[src/rtl/pads_pkg.sv]
// Package: item types, microcode format and constants for the deadline scheduler.
package pads_pkg;

    localparam int unsigned TIME_BITS = 63;
    localparam int unsigned IVL_BITS  = 32;
    localparam int unsigned SKIP_BITS = 32;
    localparam int unsigned PC_BITS   = 4;
    localparam int unsigned OP_BITS   = 4;
    localparam int unsigned JC_BITS   = 3;
    localparam int unsigned CFG_IDX_BITS = 1;
    localparam int unsigned DIV_STEPS = TIME_BITS;

    localparam logic [TIME_BITS-1:0] MAX63          = {TIME_BITS{1'b1}};
    localparam logic [IVL_BITS-1:0]  INTERVAL_RESET = 32'd33333333;

    // Register indexes
    localparam logic [CFG_IDX_BITS-1:0] CFG_START    = 1'b0;
    localparam logic [CFG_IDX_BITS-1:0] CFG_INTERVAL = 1'b1;

    typedef logic [OP_BITS-1:0] t_op;
    typedef logic [JC_BITS-1:0] t_jc;
    typedef logic [PC_BITS-1:0] t_pc;

    // Datapath operations
    localparam t_op OP_NOP      = 4'd0;
    localparam t_op OP_MUL_LO   = 4'd1;
    localparam t_op OP_MUL_HI   = 4'd2;
    localparam t_op OP_ACC_HI   = 4'd3;
    localparam t_op OP_TARGET   = 4'd4;
    localparam t_op OP_CHECK    = 4'd5;
    localparam t_op OP_DIV      = 4'd6;
    localparam t_op OP_SKIP     = 4'd7;
    localparam t_op OP_MUL_SKIP = 4'd8;
    localparam t_op OP_CATCHUP  = 4'd9;
    localparam t_op OP_DIFF     = 4'd10;
    localparam t_op OP_DEADLINE = 4'd11;
    localparam t_op OP_EMIT     = 4'd12;

    // Sequencing
    localparam t_jc JC_NEXT      = 3'd0;  // pc + 1
    localparam t_jc JC_GOTO      = 3'd1;  // always to target
    localparam t_jc JC_WAIT_IN   = 3'd2;  // hold until an item is taken, then next
    localparam t_jc JC_BR_ONTIME = 3'd3;  // to target when not late, else next
    localparam t_jc JC_LOOP      = 3'd4;  // to target while iterations remain
    localparam t_jc JC_WAIT_OUT  = 3'd5;  // hold until result slot frees, then target

    // Program addresses
    localparam t_pc S_IDLE     = 4'd0;
    localparam t_pc S_MUL_LO   = 4'd1;
    localparam t_pc S_MUL_HI   = 4'd2;
    localparam t_pc S_ACC_HI   = 4'd3;
    localparam t_pc S_TARGET   = 4'd4;
    localparam t_pc S_CHECK    = 4'd5;
    localparam t_pc S_DIV      = 4'd6;
    localparam t_pc S_SKIP     = 4'd7;
    localparam t_pc S_MUL_SKIP = 4'd8;
    localparam t_pc S_CATCHUP  = 4'd9;
    localparam t_pc S_DIFF     = 4'd10;
    localparam t_pc S_DEADLINE = 4'd11;
    localparam t_pc S_EMIT     = 4'd12;

    typedef struct packed {
        logic [TIME_BITS-1:0] wall_now_ns;
        logic [TIME_BITS-1:0] mono_now_ns;
    } t_in_item;

    typedef struct packed {
        logic [TIME_BITS-1:0] wall_target_ns;
        logic [TIME_BITS-1:0] mono_deadline_ns;
        logic                 late;
        logic [SKIP_BITS-1:0] skipped;
    } t_out_item;

    typedef struct packed {
        t_op  op;
        t_jc  cond;
        t_pc  target;
    } t_uword;

    typedef struct packed {
        t_op  op;
        logic load_in;
    } t_dp_ctrl;

    typedef struct packed {
        logic ontime;     // nominal target still ahead of wall time
        logic loop_more;  // divider iterations remain after this one
    } t_dp_status;

    function automatic t_uword pads_uword(input t_pc pc);
        t_uword w;
        unique case (pc)
            S_IDLE:     w = '{OP_NOP,      JC_WAIT_IN,   S_IDLE};
            S_MUL_LO:   w = '{OP_MUL_LO,   JC_NEXT,      S_IDLE};
            S_MUL_HI:   w = '{OP_MUL_HI,   JC_NEXT,      S_IDLE};
            S_ACC_HI:   w = '{OP_ACC_HI,   JC_NEXT,      S_IDLE};
            S_TARGET:   w = '{OP_TARGET,   JC_NEXT,      S_IDLE};
            S_CHECK:    w = '{OP_CHECK,    JC_BR_ONTIME, S_DIFF};
            S_DIV:      w = '{OP_DIV,      JC_LOOP,      S_DIV};
            S_SKIP:     w = '{OP_SKIP,     JC_NEXT,      S_IDLE};
            S_MUL_SKIP: w = '{OP_MUL_SKIP, JC_NEXT,      S_IDLE};
            S_CATCHUP:  w = '{OP_CATCHUP,  JC_NEXT,      S_IDLE};
            S_DIFF:     w = '{OP_DIFF,     JC_NEXT,      S_IDLE};
            S_DEADLINE: w = '{OP_DEADLINE, JC_NEXT,      S_IDLE};
            S_EMIT:     w = '{OP_EMIT,     JC_WAIT_OUT,  S_IDLE};
            default:    w = '{OP_NOP,      JC_GOTO,      S_IDLE};
        endcase
        return w;
    endfunction

endpackage

[src/rtl/pads_datapath.sv]
// Datapath: config, tick counter, shared 32x32 multiplier, radix-2 divider, saturating adds.
module pads_datapath
    import pads_pkg::*;
#(
    parameter int unsigned COUNT_BITS = 32
) (
    input  logic                    i_clk,
    input  logic                    i_rst_n,
    input  logic                    i_cfg_we,
    input  logic [CFG_IDX_BITS-1:0] i_cfg_idx,
    input  logic [TIME_BITS-1:0]    i_cfg_data,
    input  t_dp_ctrl                i_ctrl,
    input  t_in_item                i_item,
    output t_dp_status              o_status,
    output t_out_item               o_result
);

    localparam int unsigned ACC_BITS = IVL_BITS + 64;
    localparam logic [COUNT_BITS-1:0] TICK_ONE = COUNT_BITS'(1);
    localparam logic [5:0] DIV_LAST = 6'(DIV_STEPS - 1);

    logic [TIME_BITS-1:0]  r_start;
    logic [IVL_BITS-1:0]   r_interval;
    logic [COUNT_BITS-1:0] r_tick;
    logic [TIME_BITS-1:0]  r_wall, r_mono;
    logic [63:0]           r_prod;
    logic [ACC_BITS-1:0]   r_acc;
    logic [TIME_BITS-1:0]  r_target;
    logic                  r_late;
    logic [SKIP_BITS-1:0]  r_skip;
    logic [TIME_BITS-1:0]  r_quo;     // dividend shifts out, quotient shifts in
    logic [IVL_BITS-1:0]   r_rem;
    logic [5:0]            r_cnt;
    logic [63:0]           r_diff;
    logic [TIME_BITS-1:0]  r_dead;

    logic [63:0]           w_tick64;
    logic [63:0]           w_skip64;
    logic [IVL_BITS-1:0]   w_mul_b;
    logic [63:0]           w_mul;
    logic [TIME_BITS-1:0]  w_prod_sat;
    logic [63:0]           w_tgt_sum;
    logic [IVL_BITS:0]     w_trial;
    logic                  w_ge;
    logic [IVL_BITS:0]     w_trial_sub;
    logic [64:0]           w_catch_sum;
    logic [64:0]           w_dl_sum;

    always_comb begin
        w_tick64 = 64'(r_tick);
        w_skip64 = 64'(r_skip);
        unique case (i_ctrl.op)
            OP_MUL_LO: w_mul_b = w_tick64[31:0];
            OP_MUL_HI: w_mul_b = w_tick64[63:32];
            default:   w_mul_b = r_skip;
        endcase
        w_mul = 64'(r_interval) * 64'(w_mul_b);

        w_prod_sat = (|r_acc[ACC_BITS-1:TIME_BITS]) ? MAX63 : r_acc[TIME_BITS-1:0];
        w_tgt_sum  = {1'b0, r_start} + {1'b0, w_prod_sat};

        w_trial     = {r_rem, r_quo[TIME_BITS-1]};
        w_ge        = w_trial >= {1'b0, r_interval};
        w_trial_sub = w_trial - {1'b0, r_interval};

        w_catch_sum = {2'b00, r_target} + {1'b0, r_prod};
        w_dl_sum    = {2'b00, r_mono} + {r_diff[63], r_diff};
    end

    always_ff @(posedge i_clk) begin
        if (!i_rst_n) begin
            r_start    <= '0;
            r_interval <= INTERVAL_RESET;
            r_tick     <= '0;
            r_cnt      <= '0;
        end else begin
            if (i_cfg_we) begin
                unique case (i_cfg_idx)
                    CFG_START:    r_start    <= i_cfg_data;
                    CFG_INTERVAL: r_interval <= i_cfg_data[IVL_BITS-1:0];
                    default:      ;
                endcase
            end
            unique case (i_ctrl.op)
                OP_TARGET:  r_tick <= r_tick + TICK_ONE;
                OP_CHECK:   r_cnt  <= DIV_LAST;
                OP_DIV:     r_cnt  <= r_cnt - 6'd1;
                OP_CATCHUP: r_tick <= r_tick + w_skip64[COUNT_BITS-1:0];
                default:    ;
            endcase
        end
    end

    always_ff @(posedge i_clk) begin
        if (i_ctrl.load_in) begin
            r_wall <= i_item.wall_now_ns;
            r_mono <= i_item.mono_now_ns;
        end
        unique case (i_ctrl.op)
            OP_MUL_LO: r_prod <= w_mul;
            OP_MUL_HI: begin
                r_acc  <= ACC_BITS'(r_prod);
                r_prod <= w_mul;
            end
            OP_ACC_HI: r_acc <= r_acc + {r_prod, 32'b0};
            OP_TARGET: r_target <= w_tgt_sum[63] ? MAX63 : w_tgt_sum[TIME_BITS-1:0];
            OP_CHECK: begin
                r_late <= !o_status.ontime;
                r_skip <= '0;
                r_quo  <= r_wall - r_target;
                r_rem  <= '0;
            end
            OP_DIV: begin
                r_rem <= w_ge ? w_trial_sub[IVL_BITS-1:0] : w_trial[IVL_BITS-1:0];
                r_quo <= {r_quo[TIME_BITS-2:0], w_ge};
            end
            // zero interval: quotient counts as zero
            OP_SKIP: r_skip <= (r_interval == '0) ? SKIP_BITS'(1)
                                                 : r_quo[SKIP_BITS-1:0] + SKIP_BITS'(1);
            OP_MUL_SKIP: r_prod <= w_mul;
            OP_CATCHUP: r_target <= (|w_catch_sum[64:63]) ? MAX63
                                                          : w_catch_sum[TIME_BITS-1:0];
            OP_DIFF: r_diff <= {1'b0, r_target} - {1'b0, r_wall};
            OP_DEADLINE: begin
                priority if (w_dl_sum[64]) begin
                    r_dead <= '0;
                end else if (w_dl_sum[63]) begin
                    r_dead <= MAX63;
                end else begin
                    r_dead <= w_dl_sum[TIME_BITS-1:0];
                end
            end
            default: ;
        endcase
    end

    assign o_status.ontime    = r_target > r_wall;
    assign o_status.loop_more = r_cnt != '0;

    assign o_result.wall_target_ns   = r_target;
    assign o_result.mono_deadline_ns = r_dead;
    assign o_result.late             = r_late;
    assign o_result.skipped          = r_skip;

endmodule

[src/rtl/phase_aligned_deadline_scheduler.sv]
// Top level: microcode sequencer, input handshake and result register.
//
//  channel  | signals                                   | direction
//  ---------+-------------------------------------------+----------
//  in item  | i_in_valid, o_in_ready, i_in_item         | in
//  out item | o_out_valid, i_out_ready, o_out_item      | out
//  config   | i_cfg_we, i_cfg_idx, i_cfg_data           | in
//
// One item at a time. An on-time item goes from acceptance through the multiply,
// target, check, difference, deadline and emit steps; a late item also runs the
// 63-step radix-2 divider that finds how many intervals to skip, then catch-up.
// Reset is synchronous, active low; it restores start 0, interval 33333333, tick 0.
// A finished result waits in the output register; the next item is taken
// meanwhile, and only the emit step holds until the register frees.
module phase_aligned_deadline_scheduler
    import pads_pkg::*;
#(
    parameter int unsigned COUNT_BITS = 32
) (
    input  logic                    i_clk,
    input  logic                    i_rst_n,
    input  logic                    i_cfg_we,
    input  logic [CFG_IDX_BITS-1:0] i_cfg_idx,
    input  logic [TIME_BITS-1:0]    i_cfg_data,
    input  logic                    i_in_valid,
    output logic                    o_in_ready,
    input  t_in_item                i_in_item,
    output logic                    o_out_valid,
    input  logic                    i_out_ready,
    output t_out_item               o_out_item
);

    t_pc        r_pc, n_pc;
    logic       r_out_valid;
    t_out_item  r_out;

    t_uword     w_uw;
    t_dp_ctrl   w_ctrl;
    t_dp_status w_status;
    t_out_item  w_result;
    logic       w_accept;
    logic       w_out_free;
    logic       w_emit;

    // Microcode fetch: the table is pure logic, indexed by the step counter.
    assign w_uw       = pads_uword(r_pc);
    assign o_in_ready = (r_pc == S_IDLE);
    assign w_accept   = i_in_valid && o_in_ready;
    assign w_out_free = !r_out_valid || i_out_ready;
    assign w_emit     = (w_uw.op == OP_EMIT) && w_out_free;

    assign w_ctrl.op      = w_uw.op;
    assign w_ctrl.load_in = w_accept;

    // Next step
    always_comb begin
        unique case (w_uw.cond)
            JC_NEXT:      n_pc = r_pc + 1'b1;
            JC_GOTO:      n_pc = w_uw.target;
            JC_WAIT_IN:   n_pc = w_accept ? r_pc + 1'b1 : r_pc;
            JC_BR_ONTIME: n_pc = w_status.ontime ? w_uw.target : r_pc + 1'b1;
            JC_LOOP:      n_pc = w_status.loop_more ? w_uw.target : r_pc + 1'b1;
            JC_WAIT_OUT:  n_pc = w_out_free ? w_uw.target : r_pc;
            default:      n_pc = S_IDLE;
        endcase
    end

    always_ff @(posedge i_clk) begin
        if (!i_rst_n) begin
            r_pc        <= S_IDLE;
            r_out_valid <= 1'b0;
        end else begin
            r_pc <= n_pc;
            // emit wins over a take in the same cycle: slot refills
            if (w_emit) begin
                r_out_valid <= 1'b1;
            end else if (i_out_ready) begin
                r_out_valid <= 1'b0;
            end
        end
    end

    always_ff @(posedge i_clk) begin
        if (w_emit) begin
            r_out <= w_result;
        end
    end

    pads_datapath #(
        .COUNT_BITS (COUNT_BITS)
    ) u_dp (
        .i_clk      (i_clk),
        .i_rst_n    (i_rst_n),
        .i_cfg_we   (i_cfg_we),
        .i_cfg_idx  (i_cfg_idx),
        .i_cfg_data (i_cfg_data),
        .i_ctrl     (w_ctrl),
        .i_item     (i_in_item),
        .o_status   (w_status),
        .o_result   (w_result)
    );

    assign o_out_valid = r_out_valid;
    assign o_out_item  = r_out;

endmodule
[config.mk]
export PLATFORM = sky130hd
export DESIGN_NAME = phase_aligned_deadline_scheduler
export DESIGN_NICKNAME = d
export VERILOG_FILES = /design/src/rtl/pads_pkg.sv /design/src/rtl/pads_datapath.sv /design/src/rtl/phase_aligned_deadline_scheduler.sv
export SDC_FILE = /design/constraint.sdc
export NUM_CORES = 2
export LEC_CHECK = 0
export ABC_CLOCK_PERIOD_IN_PS = 12100
export BUFFER_PORTS_ARGS = -buffer_cell sky130_fd_sc_hd__buf_2
export CAP_MARGIN = 20
export CORE_ASPECT_RATIO = 0.75
export CORE_MARGIN = 2
export CORE_UTILIZATION = 45
export CTS_BUF_LIST = sky130_fd_sc_hd__clkbuf_8 sky130_fd_sc_hd__clkbuf_16
export DETAILED_ROUTE_END_ITERATION = 8
export SETUP_SLACK_MARGIN = 0.2
export SYNTH_ARGS = -nofsm -noshare
export SYNTH_HDL_FRONTEND = slang
export SYNTH_SLANG_ARGS = --single-unit
[constraint.sdc]
create_clock -name i_clk -period 12.1 [get_ports i_clk]
set_input_delay 0.605 -clock i_clk [delete_from_list [all_inputs] [get_ports i_clk]]
set_output_delay 0.605 -clock i_clk [all_outputs]
set_load 0.01 [all_outputs]
==> report_table.html <==
<table>
<tr><th>Metric</th><th>Value</th></tr>
<tr><th colspan="2">Drt</th></tr>
<tr><td>Count of antenna-violating nets left after detailed routing</td><td>0</td></tr>
<tr><td>Vias post-DR</td><td>roughly 70000</td></tr>
<tr><td>Number of remaining DRC errors</td><td>a little under 60</td></tr>
<tr><td>Final routed wire length divided by cell count</td><td>23.6 um</td></tr>
<tr><td>First DRT Iteration DRCs</td><td>6835</td></tr>
<tr><td>Vias/cell</td><td>about 5.7</td></tr>
<tr><td>Total wire length</td><td>between 200000 and 300000 um</td></tr>
<tr><td>1st-pass router iterations</td><td>9</td></tr>
<tr><th colspan="2">Worst hold path</th></tr>
<tr><td>Worst hold path startpoint</td><td>i_in_item[82]</td></tr>
<tr><td>Path category of the worst min-delay check</td><td>primary input to flip-flop</td></tr>
<tr><th colspan="2">Logic synthesis</th></tr>
<tr><td>Number of distinct standard cells referenced by the synthesized netlist</td><td>99</td></tr>
<tr><td>Sequential area share after synthesis</td><td>around 29%</td></tr>
<tr><td>Synth area leaders</td><td>sky130_fd_sc_hd__edfxtp_1 (25%), sky130_fd_sc_hd__fa_1 (20%), sky130_fd_sc_hd__ha_1 (9.9%)</td></tr>
<tr><td>Number of register bits inferred by synthesis</td><td>911</td></tr>
<tr><td>Yosys top cell by area</td><td>sky130_fd_sc_hd__edfxtp_1</td></tr>
<tr><td>Post-synth EDFFs</td><td>approximately 760</td></tr>
<tr><td>Post-synth ARST share</td><td>0%</td></tr>
<tr><td>Average cell area after synthesis</td><td>roughly 9.6 sq um</td></tr>
<tr><td>Synthesized netlist net count</td><td>approximately 11000</td></tr>
<tr><td>Syn Std Cell Area</td><td>0.0899 sq mm</td></tr>
<tr><td>Count of warnings emitted by yosys</td><td>0</td></tr>
<tr><td>Synth Flop Type</td><td>sky130_fd_sc_hd__edfxtp_1</td></tr>
<tr><td>Post-Syn Instances</td><td>9387</td></tr>
<tr><td>Share of the synthesized area in the top cell type</td><td>25.5%</td></tr>
<tr><th colspan="2">Layout</th></tr>
<tr><td>Area growth, synth to finish</td><td>8.95%</td></tr>
<tr><td>Final nets</td><td>approximately 11000</td></tr>
<tr><td>Fraction of layout instances using a drive strength above 1</td><td>between 7 and 8%</td></tr>
<tr><td>Core utilization of the finished layout</td><td>approximately 50%</td></tr>
<tr><th colspan="2">STA</th></tr>
<tr><td>Maximum operating frequency</td><td>approximately 94 MHz</td></tr>
<tr><td>Setup TNS after final layout</td><td>0 ns</td></tr>
<tr><td>Max-Slew Margin vs Limit</td><td>a little over a fifth</td></tr>
<tr><td>Post-route minimum period</td><td>between 10 and 15 ns</td></tr>
<tr><td>Number of slew-limit violations in the final report</td><td>0</td></tr>
<tr><td>Final hold slack</td><td>0.0506 ns</td></tr>
<tr><td>Final hold violation count</td><td>0</td></tr>
<tr><td>Final clock skew</td><td>between 0.03 and 0.04 ns</td></tr>
<tr><td>Final period utilization</td><td>87.8%</td></tr>
<tr><td># setup viols final</td><td>0</td></tr>
<tr><td>Slew @ Worst Pin</td><td>around 1.2 ns</td></tr>
<tr><td>RSZ-0062 raised after global routing</td><td>no</td></tr>
<tr><th colspan="2">Global route</th></tr>
<tr><td>Initial antenna violation count</td><td>31</td></tr>
<tr><td>Combined global-route utilization of all metal layers</td><td>between 20% and 30%</td></tr>
<tr><td>Global-route wire length before repair</td><td>between 400000 and 500000 um</td></tr>
<tr><td>Pin count of the biggest net entering global routing</td><td>98</td></tr>
<tr><td>Vias in the first global route</td><td>roughly 68000</td></tr>
<tr><td>Total global routing overflow</td><td>0</td></tr>
<tr><th colspan="2">Setup path</th></tr>
<tr><td>Critical path data arrival time</td><td>11.09 ns</td></tr>
<tr><td>Highest fanout seen on the critical path</td><td>18</td></tr>
<tr><td>Critical path launch point type</td><td>flip-flop</td></tr>
<tr><td>Reg2Reg Depth</td><td>34</td></tr>
<tr><td>Data required time of the critical path</td><td>about 13 ns</td></tr>
<tr><td>Critical Path End</td><td>u_dp.r_prod[62]</td></tr>
<tr><td>Cell type with the highest occurrence count on the critical path</td><td>sky130_fd_sc_hd__fa_1</td></tr>
<tr><td>Worst stage delay on the critical path</td><td>~0.9 ns</td></tr>
<tr><td>Cell type of the slowest stage on the worst timing path</td><td>sky130_fd_sc_hd__a22o_1</td></tr>
<tr><td>Launch point of the worst reg-to-reg path</td><td>w_uw[7]</td></tr>
<tr><td>Type of the worst setup path</td><td>flip-flop to flip-flop</td></tr>
<tr><td>Endpoint type of the worst setup path</td><td>flip-flop</td></tr>
<tr><td>Worst reg2reg path endpoint</td><td>u_dp.r_prod[62]</td></tr>
<tr><td>R2R Setup Slk</td><td>between 1 and 1.5 ns</td></tr>
<tr><td>Crit path from</td><td>w_uw[7]</td></tr>
<tr><th colspan="2">Die</th></tr>
<tr><td>Effective utilization at floorplan</td><td>a little under half</td></tr>
<tr><td>Die W</td><td>around 520 um</td></tr>
<tr><td>Die footprint</td><td>0.203 sq mm</td></tr>
<tr><td>Core footprint</td><td>about 0.20 sq mm</td></tr>
<tr><td>Count of standard-cell rows</td><td>between 100 and 150</td></tr>
<tr><td>Chip Height</td><td>between 300 and 400 um</td></tr>
<tr><td>Ports</td><td>356</td></tr>
<tr><th colspan="2">Clocking</th></tr>
<tr><td>Resized Gates After CTS</td><td>0</td></tr>
<tr><td>Clock sink count</td><td>just over 900</td></tr>
<tr><td>CTS clock-pin slew for the worst setup and hold paths</td><td>0.07 ns</td></tr>
<tr><td># H-tree levels</td><td>3</td></tr>
<tr><td>Total clock buffers created by CTS</td><td>100</td></tr>
<tr><td>TritonCTS clock tree</td><td>done</td></tr>
<tr><td>Clock Root Buffer</td><td>sky130_fd_sc_hd__clkbuf_16</td></tr>
<tr><td>Clock Tree Buf Depth</td><td>3</td></tr>
<tr><td>Setup Fix Bufs, Post-CTS</td><td>0</td></tr>
<tr><td>Hold-fix buffers, CTS</td><td>20</td></tr>
<tr><td>Clock latency of the later-clocked register in the worst-skew pair</td><td>approximately 0.73 ns</td></tr>
<tr><th colspan="2">Run status</th></tr>
<tr><td>Violations in the final reports</td><td>DRC</td></tr>
<tr><td>Outcome</td><td>finished, violations left</td></tr>
<tr><th colspan="2">Job</th></tr>
<tr><td>Max_cap viols</td><td>0</td></tr>
<tr><th colspan="2">Placement</th></tr>
<tr><td>Total of buffers placed on input and output ports</td><td>approximately 360</td></tr>
<tr><td>DP Wirelength</td><td>228000 um</td></tr>
<tr><td>Placer congestion estimate</td><td>0.946</td></tr>
</table>
[routing by layer]
layer	up-vias	wire [um]	track usage, %	part of all wire (%)
li1	31800	-	-	-
met1	35000	136000	43.4	47
met2	2751	121000	40.9	42
met3	351	24100	4.46	8.3
met4	6	8530	7.71	2.9
met5	-	38	0	0.013
[registers in the layout (all words and copies together), names as in the netlist, 63 cells and up]
signal / count
u_dp.r_target: 63
u_dp.r_mono: 63
u_dp.r_dead: 63
u_dp.r_diff: 64
u_dp.r_quo: 63
o_out_item: 159
u_dp.r_wall: 63
u_dp.r_acc: 96
u_dp.r_prod: 64
u_dp.r_start: 63
[layout make-up]
type,instances,area (sq um)
Fill cell,18600,101000
Antenna cell,8,20.0
Clock buffer,104,2570
Tap cell,2664,3330
Inverter,1148,4310
Multi-Input combinational cell,6873,58000
Timing Repair Buffer,470,2760
Clock inverter,85,987
Sequential cell,911,25900
[stage by stage]
stage / instance area (sq um) / cells / setup WS, ns
CTS: 97800 / 12300 / 1.14
global placement: 94000 / 12000 / 1.26
finish: 97900 / 12300 / 1.47
detailed placement: 94100 / 12000 / 1.16
floorplan: 89900 / 9387 / 1.07
global route: 97900 / 12300 / 1.03
[cells by family after synthesis]
group,Yosys count,synth area share (%)
compound gates,1965,14.0
xor+xnor,483,4.71
buf+inv,1603,6.80
mux,32,0.359
simple gates,2779,15.4
flops,911,28.8
fa+ha+maj,1614,30.0
[layout by cell type, fill, tap and decap left out, types with 296 or more instances in the layout]
cell type,count
sky130_fd_sc_hd__buf_2,355
sky130_fd_sc_hd__and2_1,698
sky130_fd_sc_hd__xnor2_1,298
sky130_fd_sc_hd__o21ai_0,299
sky130_fd_sc_hd__inv_1,1164
sky130_fd_sc_hd__a21oi_1,728
sky130_fd_sc_hd__edfxtp_1,763
sky130_fd_sc_hd__nor2_1,397
sky130_fd_sc_hd__nand2_1,996
sky130_fd_sc_hd__fa_1,904
sky130_fd_sc_hd__a21o_1,296
sky130_fd_sc_hd__ha_1,710
[synthesized netlist by cell type, types with 13 or more instances]
cell / number
sky130_fd_sc_hd__a21oi_1: 730
sky130_fd_sc_hd__nand3_1: 110
sky130_fd_sc_hd__xor2_1: 185
sky130_fd_sc_hd__a21boi_0: 24
sky130_fd_sc_hd__nand4_1: 84
sky130_fd_sc_hd__clkbuf_1: 418
sky130_fd_sc_hd__o21ai_0: 299
sky130_fd_sc_hd__a31o_2: 13
sky130_fd_sc_hd__or3_1: 19
sky130_fd_sc_hd__a211o_1: 15
sky130_fd_sc_hd__nor4_1: 28
sky130_fd_sc_hd__buf_2: 20
sky130_fd_sc_hd__o211ai_1: 54
sky130_fd_sc_hd__a221oi_1: 16
sky130_fd_sc_hd__nor2_1: 405
sky130_fd_sc_hd__o21ai_1: 16
sky130_fd_sc_hd__dfxtp_1: 148
sky130_fd_sc_hd__a22o_1: 33
sky130_fd_sc_hd__o31ai_1: 16
sky130_fd_sc_hd__and3_1: 70
sky130_fd_sc_hd__xnor2_1: 298
sky130_fd_sc_hd__nor2b_1: 69
sky130_fd_sc_hd__a211oi_1: 62
sky130_fd_sc_hd__a31oi_1: 52
sky130_fd_sc_hd__ha_1: 710
sky130_fd_sc_hd__o22a_1: 62
sky130_fd_sc_hd__nand2b_1: 130
sky130_fd_sc_hd__a21o_1: 296
sky130_fd_sc_hd__inv_1: 1147
sky130_fd_sc_hd__nor3_1: 86
sky130_fd_sc_hd__and2_1: 699
sky130_fd_sc_hd__edfxtp_1: 763
sky130_fd_sc_hd__or2_2: 15
sky130_fd_sc_hd__o21bai_1: 81
sky130_fd_sc_hd__mux2i_1: 30
sky130_fd_sc_hd__and4_1: 19
sky130_fd_sc_hd__o21a_1: 64
sky130_fd_sc_hd__nand2_1: 996
sky130_fd_sc_hd__fa_1: 904
[critical path, delay by kind of cell (launching register included)]
kind                       cells  cell delay [ns]
and+or+nand+nor                6             0.99
AOI/OAI and AO/OA             10             3.51
buffers and inverters          8             1.14
adders and majority gates      9             4.19
xor gates and xnor gates       1             0.17
DFF                            1             0.36
[how the worst min path moves through the flow]
stage                            endpoint  slack, ns  cells past startpoint
after floorplan            o_out_item[32]       0.40                      0
after global placement     o_out_item[38]       0.40                      0
after detailed placement   o_out_item[37]       0.40                      0
after CTS                 u_dp.r_wall[19]      0.001                      1
after global routing       u_dp.r_mono[1]      0.008                      1
final                     u_dp.r_wall[19]       0.05                      1
Power is not shown: default switching activity piles up to over one toggle a cycle in this logic, so the estimate is an artifact.
